--- config.mk ---
export PLATFORM = sky130hd
export DESIGN_NAME = qs_isqrt
export DESIGN_NICKNAME = d
export VERILOG_FILES = /design/src/hdl/qs_isqrt.sv
export SDC_FILE = /design/constraint.sdc
export NUM_CORES = 2
export LEC_CHECK = 0
export BUFFER_PORTS_ARGS = -buffer_cell sky130_fd_sc_hd__buf_2
export CORE_UTILIZATION = 63
export CTS_CLUSTER_DIAMETER = 50
export DETAILED_ROUTE_END_ITERATION = 6
export PLACE_DENSITY = 0.76
export RECOVER_POWER = 50
export SLEW_MARGIN = 20
export SYNTH_ARGS = -nofsm -noshare
export SYNTH_HDL_FRONTEND = slang
export SYNTH_SLANG_ARGS = --single-unit
--- constraint.sdc ---
create_clock -name aclk -period 7.1 [get_ports aclk]
set_clock_uncertainty 0.15 [all_clocks]
set_input_delay 0.71 -clock aclk [delete_from_list [all_inputs] [get_ports aclk]]
set_output_delay 0.71 -clock aclk [all_outputs]
set_load 0.01 [all_outputs]
--- src/hdl/qs_isqrt.sv ---
// ----------------------------------------------------------------------------
// qs_isqrt
// pipelined integer square root, one result bit per stage, sideband carried
// ----------------------------------------------------------------------------
module qs_isqrt #(
    parameter int NW = 62,
    parameter int SW = 1
) (
    input  logic                  aclk,
    input  logic                  aresetn,
    input  logic                  en,
    input  logic                  in_valid,
    input  logic [NW-1:0]         num_in,
    input  logic [SW-1:0]         side_in,
    output logic                  out_valid,
    output logic [(NW+1)/2-1:0]   root_out,
    output logic [SW-1:0]         side_out
);
    localparam int N  = (NW + 1) / 2;
    localparam int RW = NW + 1;

    logic [NW-1:0] n_reg    [N];
    logic [RW-1:0] r_reg    [N];
    logic [SW-1:0] side_reg [N];
    logic [N-1:0]  v_reg;

    for (genvar i = 0; i < N; i++) begin : g_step
        localparam logic [RW-1:0] BITV = RW'(1) << (2 * (N - 1 - i));
        logic [NW-1:0] np, n_next;
        logic [RW-1:0] rp, r_next, trial;
        logic [SW-1:0] sp;
        logic          vp;

        if (i == 0) begin : g_first
            assign np = num_in;
            assign rp = '0;
            assign sp = side_in;
            assign vp = in_valid;
        end else begin : g_rest
            assign np = n_reg[i-1];
            assign rp = r_reg[i-1];
            assign sp = side_reg[i-1];
            assign vp = v_reg[i-1];
        end

        always_comb begin
            trial = rp + BITV;
            if ({1'b0, np} >= trial) begin
                n_next = np - trial[NW-1:0];
                r_next = (rp >> 1) + BITV;
            end else begin
                n_next = np;
                r_next = rp >> 1;
            end
        end

        always_ff @(posedge aclk) begin
            if (!aresetn) begin
                v_reg[i] <= 1'b0;
            end else if (en) begin
                v_reg[i] <= vp;
            end
        end

        always_ff @(posedge aclk) begin
            if (en) begin
                n_reg[i]    <= n_next;
                r_reg[i]    <= r_next;
                side_reg[i] <= sp;
            end
        end
    end

    assign out_valid = v_reg[N-1];
    assign root_out  = r_reg[N-1][N-1:0];
    assign side_out  = side_reg[N-1];

endmodule

; Yosys cells after proc, flatten, opt, wreduce, memory -nomap -nowiden
; Memory sizes are Yosys's and may differ from the RTL's.
; Cells that the tools add are included.
[word_totals]
ff_bits = 31
ram_bits = 3906
inputBits = 67
mem_count = 3
[mem_list]
columns = name, words, width, rd, rd_ports_with_merged_regs, write_ports, line
row1 = r_reg, 31, 63, 31, 0, 31, 23  ; logic [RW-1:0] r_reg [N];
row2 = n_reg, 31, 62, 30, 0, 31, 22  ; logic [NW-1:0] n_reg [N];
row3 = side_reg, 31, 1, 31, 0, 31, 24  ; logic [SW-1:0] side_reg [N];
[classes]
n_addsub = 91
n_lt_le_gt_ge = 31
muxes = 64
[op_table]
columns = operator, n
row1 = $mux W62, 31
row2 = $ge A62 B63 Y1, 30
row3 = $mux W63, 30
row4 = $sub A62 B62 Y62, 30
row5 = $add A62 B1 Y63 const B, 1
row6 = $add A62 B11 Y63 const B, 1
row7 = $add A62 B13 Y63 const B, 1
row8 = $add A62 B15 Y63 const B, 1
row9 = $add A62 B17 Y63 const B, 1
row10 = $add A62 B19 Y63 const B, 1
row11 = $add A62 B21 Y63 const B, 1
row12 = $add A62 B23 Y63 const B, 1
row13 = $add A62 B25 Y63 const B, 1
row14 = $add A62 B27 Y63 const B, 1
row15 = $add A62 B29 Y63 const B, 1
row16 = $add A62 B3 Y63 const B, 1
row17 = $add A62 B31 Y63 const B, 1
row18 = $add A62 B33 Y63 const B, 1
row19 = $add A62 B35 Y63 const B, 1
row20 = $add A62 B37 Y63 const B, 1
row21 = $add A62 B39 Y63 const B, 1
row22 = $add A62 B41 Y63 const B, 1
row23 = $add A62 B43 Y63 const B, 1
row24 = $add A62 B45 Y63 const B, 1
row25 = 44 further kinds, 45

; Logic depth before layout (Yosys ltp)
; An unclocked memory read counts as a cell.
[depth]
ltp_word = 4
depth_mapped = 15
ltp_nobuf = 13

; Worst setup path before layout
; Ideal clock, no wire load.
[synth_path]
path_kind = reg-to-reg
from = memory n_reg[23][14] (netlist: n_reg[11][76])
to = memory n_reg[24][58] (netlist: n_reg[12][58]), data pin
setup_time_ns = 0.271
t_arrival_ns = 3.259
t_required_ns = 6.679
slack_ns = 3.419
stages_incl_launch_ff = 13
path_buffers = 1
period_less_slack_ns = 3.681
cell_sequence = edfxtp_1 > ha_1 > nor2b_1 > o31a_1 > a221o_1 > o41ai_2 > o2111ai_1 > o211ai_1 > nor3_1 > or4b_1 > clkbuf_1 > nor4_1 > xor2_1
[synth_lines]
columns = item, line
row1 = from (decl), 22

==> run_results.csv <==
group,metric,value,unit
setup_path,path_common_cell,"clkbuf_2",
die,core_area,180900,um^2
setup_path,criticalPathCategory,"in2reg",
sta,finalHoldViolCount,0,
clock_network,worstSkewPairLatency,0.93,ns
setup_path,critPathMaxStageDelay,2.81,ns
sta,drv_slew,838,
layout,num-fill-cells,12380,
setup_path,regToRegEndpoint,"n_reg[5][56]",
clock_network,htreeDepth,5,
synthesis,synthCells,9052,
drt,dr.pass1.iters,6,
layout,finish.utilization,0.7046,
setup_path,path_cells,"clkbuf_2, clkbuf_2",
die,start_util,0.6349,
die,die_y,429.0,um
min_path,min_from,"num_in[61]",
power,power_density,327.1,nW/um^2
global_routing,grt_max_degree,180,
setup_path,ff2ff_setup_slack,1.98,ns
drt,drc,0,
power,p_int,29580,uW
synthesis,synth_ff_type,"edfxtp_1",
setup_path,path_delay_family,"buffers and inverters",
synthesis,synth.avg_cell_area,12.69,um^2
drt,vias,74390,
setup_path,critPathCaptureType,"register",
setup_path,cp.arrival,6.33,ns
layout,largest_reg_flops,1860,
global_routing,overflow,0,
min_path,min_path_cells,3,
synthesis,synth_nets,9644,
setup_path,slowest_stage,"clkbuf_2",
synthesis,synth_top_cell_area_share,0.6240,
power,power.switching,12130,uW
sta,post-route-period-util,0.8471,
setup_path,start_kind,"input pin",
synthesis,synth_common_cells,"edfxtp_1, inv_1, nor2_1",
layout,area_delta_synth_final,10.98,%
synthesis,synthesis.area,114900,um^2
sta,max_slew_margin,-1.872,
sta,rsz0062_at_grt,"false",
clock_network,root_buffer,"clkbuf_16",
global_routing,grt_pass1_vias,71870,
die,die_w,429.0,um
clock_network,cts.reportedPaths.clkPinSlew,0.06,ns
synthesis,synthArstFlopShare,0,
clock_network,cts.sinks,2418,
synthesis,yosysWarnings,0,
synthesis,ys_seq_elements,2418,
setup_path,crit_start,"en",
synthesis,synth_top_cell_by_area,"edfxtp_1",
placed_design,dp_slack,2.173,ns
sta,timing.setup.tns,0,ns
layout,final_nets,9981,
clock_network,cts_made_buffers,278,
global_routing,track_usage,0.2976,
setup_path,required,7.42,ns
synthesis,synth.most_common_cell,"edfxtp_1",
synthesis,synth_cell_types,100,
drt,viasPerCell,6.225,
outcome,violations,"capacitance limit, slew limit",
power,clkPwrFrac,0.330,
power,p_leak,0.04788,uW
min_path,hp-class,"in2reg",
global_routing,antenna_found_initial,9,
global_routing,grt_pass1_wl,421.8,mm
setup_path,ff2ff_path_depth,11,
layout,drive_gt1_frac,0.06945,
setup_path,r2r_start,"r_reg[9][51]",
sta,clock.fmax,166.3,MHz
drt,wl_per_cell,23.25,um
clock_network,ctsResizeCount,0,
clock_network,cts_buffer_depth,4,
synthesis,synthTopCellsByArea,"edfxtp_1, ha_1, xnor2_1",
placed_design,place_congestion,0.9454,
clock_network,cts_tree,"built",
outcome,status,"complete, but fails checks",
power,combPwrFrac,0.201,
die,io_pins,100,
sta,setup_viol,0,
sta,setup_ws,1.086,ns
placed_design,dp_hpwl,200.4,mm
sta,fin_crit,6.014,ns
setup_path,worst-path-buf-inv,2,
die,dieArea,184100,um^2
job,drv_cap,11,
setup_path,path_max_fanout,140,
drt,drt_iter0_drc,7535,
drt,ant_nets,0,
min_path,whs_endpoint,"n_reg[0][61]",
power,peakVddDrop,0.0002442,V
synthesis,ys_seq_area_frac,0.6294,
drt,routed_wl,277.8,mm
synthesis,synth_edf_count,2387,
die,rows,156,
placed_design,portBuffers,99,
power,seqPwrFrac,0.468,
power,power_switching_share,0.2908,
sta,worst_pin_slew,4.308,ns
[worst register-to-register path, stage by stage (launching register included)]
cell	delay [ns]
edfxtp_1	0.40
inv_1	0.07
ha_1	0.34
nand3_1	0.17
nor4bb_1	0.81
nand3_1	0.18
nor4_1	0.79
nor4b_1	0.15
nand2_1	0.66
or4b_2	0.71
nor4_1	0.28
xor2_1	0.15
[stage by stage]
step	instances	hold slack [ns]	instance area [um^2]	power (uW)
2_1_floorplan	9052	0.2503	114900	25110
3_3_place_gp	11420	0.2504	118400	27790
3_5_place_dp	11420	0.2568	118400	27940
4_1_cts	11940	0.02440	127700	41760
5_1_grt	11950	0.08117	127500	43440
6_report	11950	0.09744	127500	41710
[power groups by stage]
| stage | clock (uW) | combinational [uW] | sequential, uW |
|---|---|---|---|
| global placement | 0 | 8070 | 19700 |
| global route | 14500 | 9230 | 19700 |
| detailed placement | 0 | 8180 | 19800 |
| floorplan | 0 | 6070 | 19000 |
| finish | 13800 | 8400 | 19500 |
| CTS | 14000 | 8300 | 19500 |
[worst max path at each step]
stage / end / slack [ns] / depth (start not counted)
detailed placement: n_reg[5][56] / 2.17 / 11
floorplan: n_reg[12][58] / 3.42 / 12
global route: r_reg[29][5] / 0.91 / 2
finish: n_reg[14][67] / 1.09 / 2
global placement: n_reg[5][56] / 2.14 / 10
CTS: n_reg[5][56] / 2.11 / 11
[layout make-up]
class	instances	area [um^2]	share of cell area
timing repair buffer	225	1555	0.01220
clock buffer	317	7241	0.05679
clock inverter	149	1406	0.01103
antenna	5	12.51	0.00009814
sequential	2418	72300	0.5671
tap	2370	2965	0.02326
multi-input combinational	5809	39540	0.3102
inverter	657	2466	0.01934
[repair_timing]
item / CTS / global route
hold endpoints to repair: 62 / 0
hold buffers: 62 / 0
setup buffers: 0 / 0
[per-layer routing]
layer	up-vias	track usage	share of wire
li1	34610	-	-
met1	36410	0.4240	0.43
met2	2843	0.4748	0.47
met3	532	0.04891	0.071
met4	0	0.08555	0.027
met5	-	0	0
[cells in the final DEF (no fill, tap or decap), types with 86 or more instances in the layout]
master and instances:
nand4_1 148, clkbuf_16 284, nand2_1 535, nor2_1 576, xnor2_1 418, nor3_1 276, inv_1 656, or3_1 110
xor2_1 398, edfxtp_1 2387, o21ai_0 406, nand2b_1 105, ha_1 525, a21o_1 211, a21oi_1 536, nor2b_1 106
nand3_1 144, clkbuf_1 110, nor4_1 307, mux2_2 86, o21a_1 89
[kinds of logic (layout without fill, tap and decap cells)]
kind of cell | count (synthesis) | in the layout | synth area share
other | 0 | 5 | 0
XOR/XNOR | 816 | 816 | 0.06221
AO/OA/AOI/OAI | 1659 | 1659 | 0.09007
adder cells (fa/ha/maj) | 525 | 525 | 0.05718
AND/OR/NAND/NOR | 2679 | 2679 | 0.1217
multiplexers | 130 | 130 | 0.01226
flip-flops | 2418 | 2418 | 0.6294
buffers and inverters | 825 | 1348 | 0.02724
Note: power is estimated with default switching activity, not from simulation.
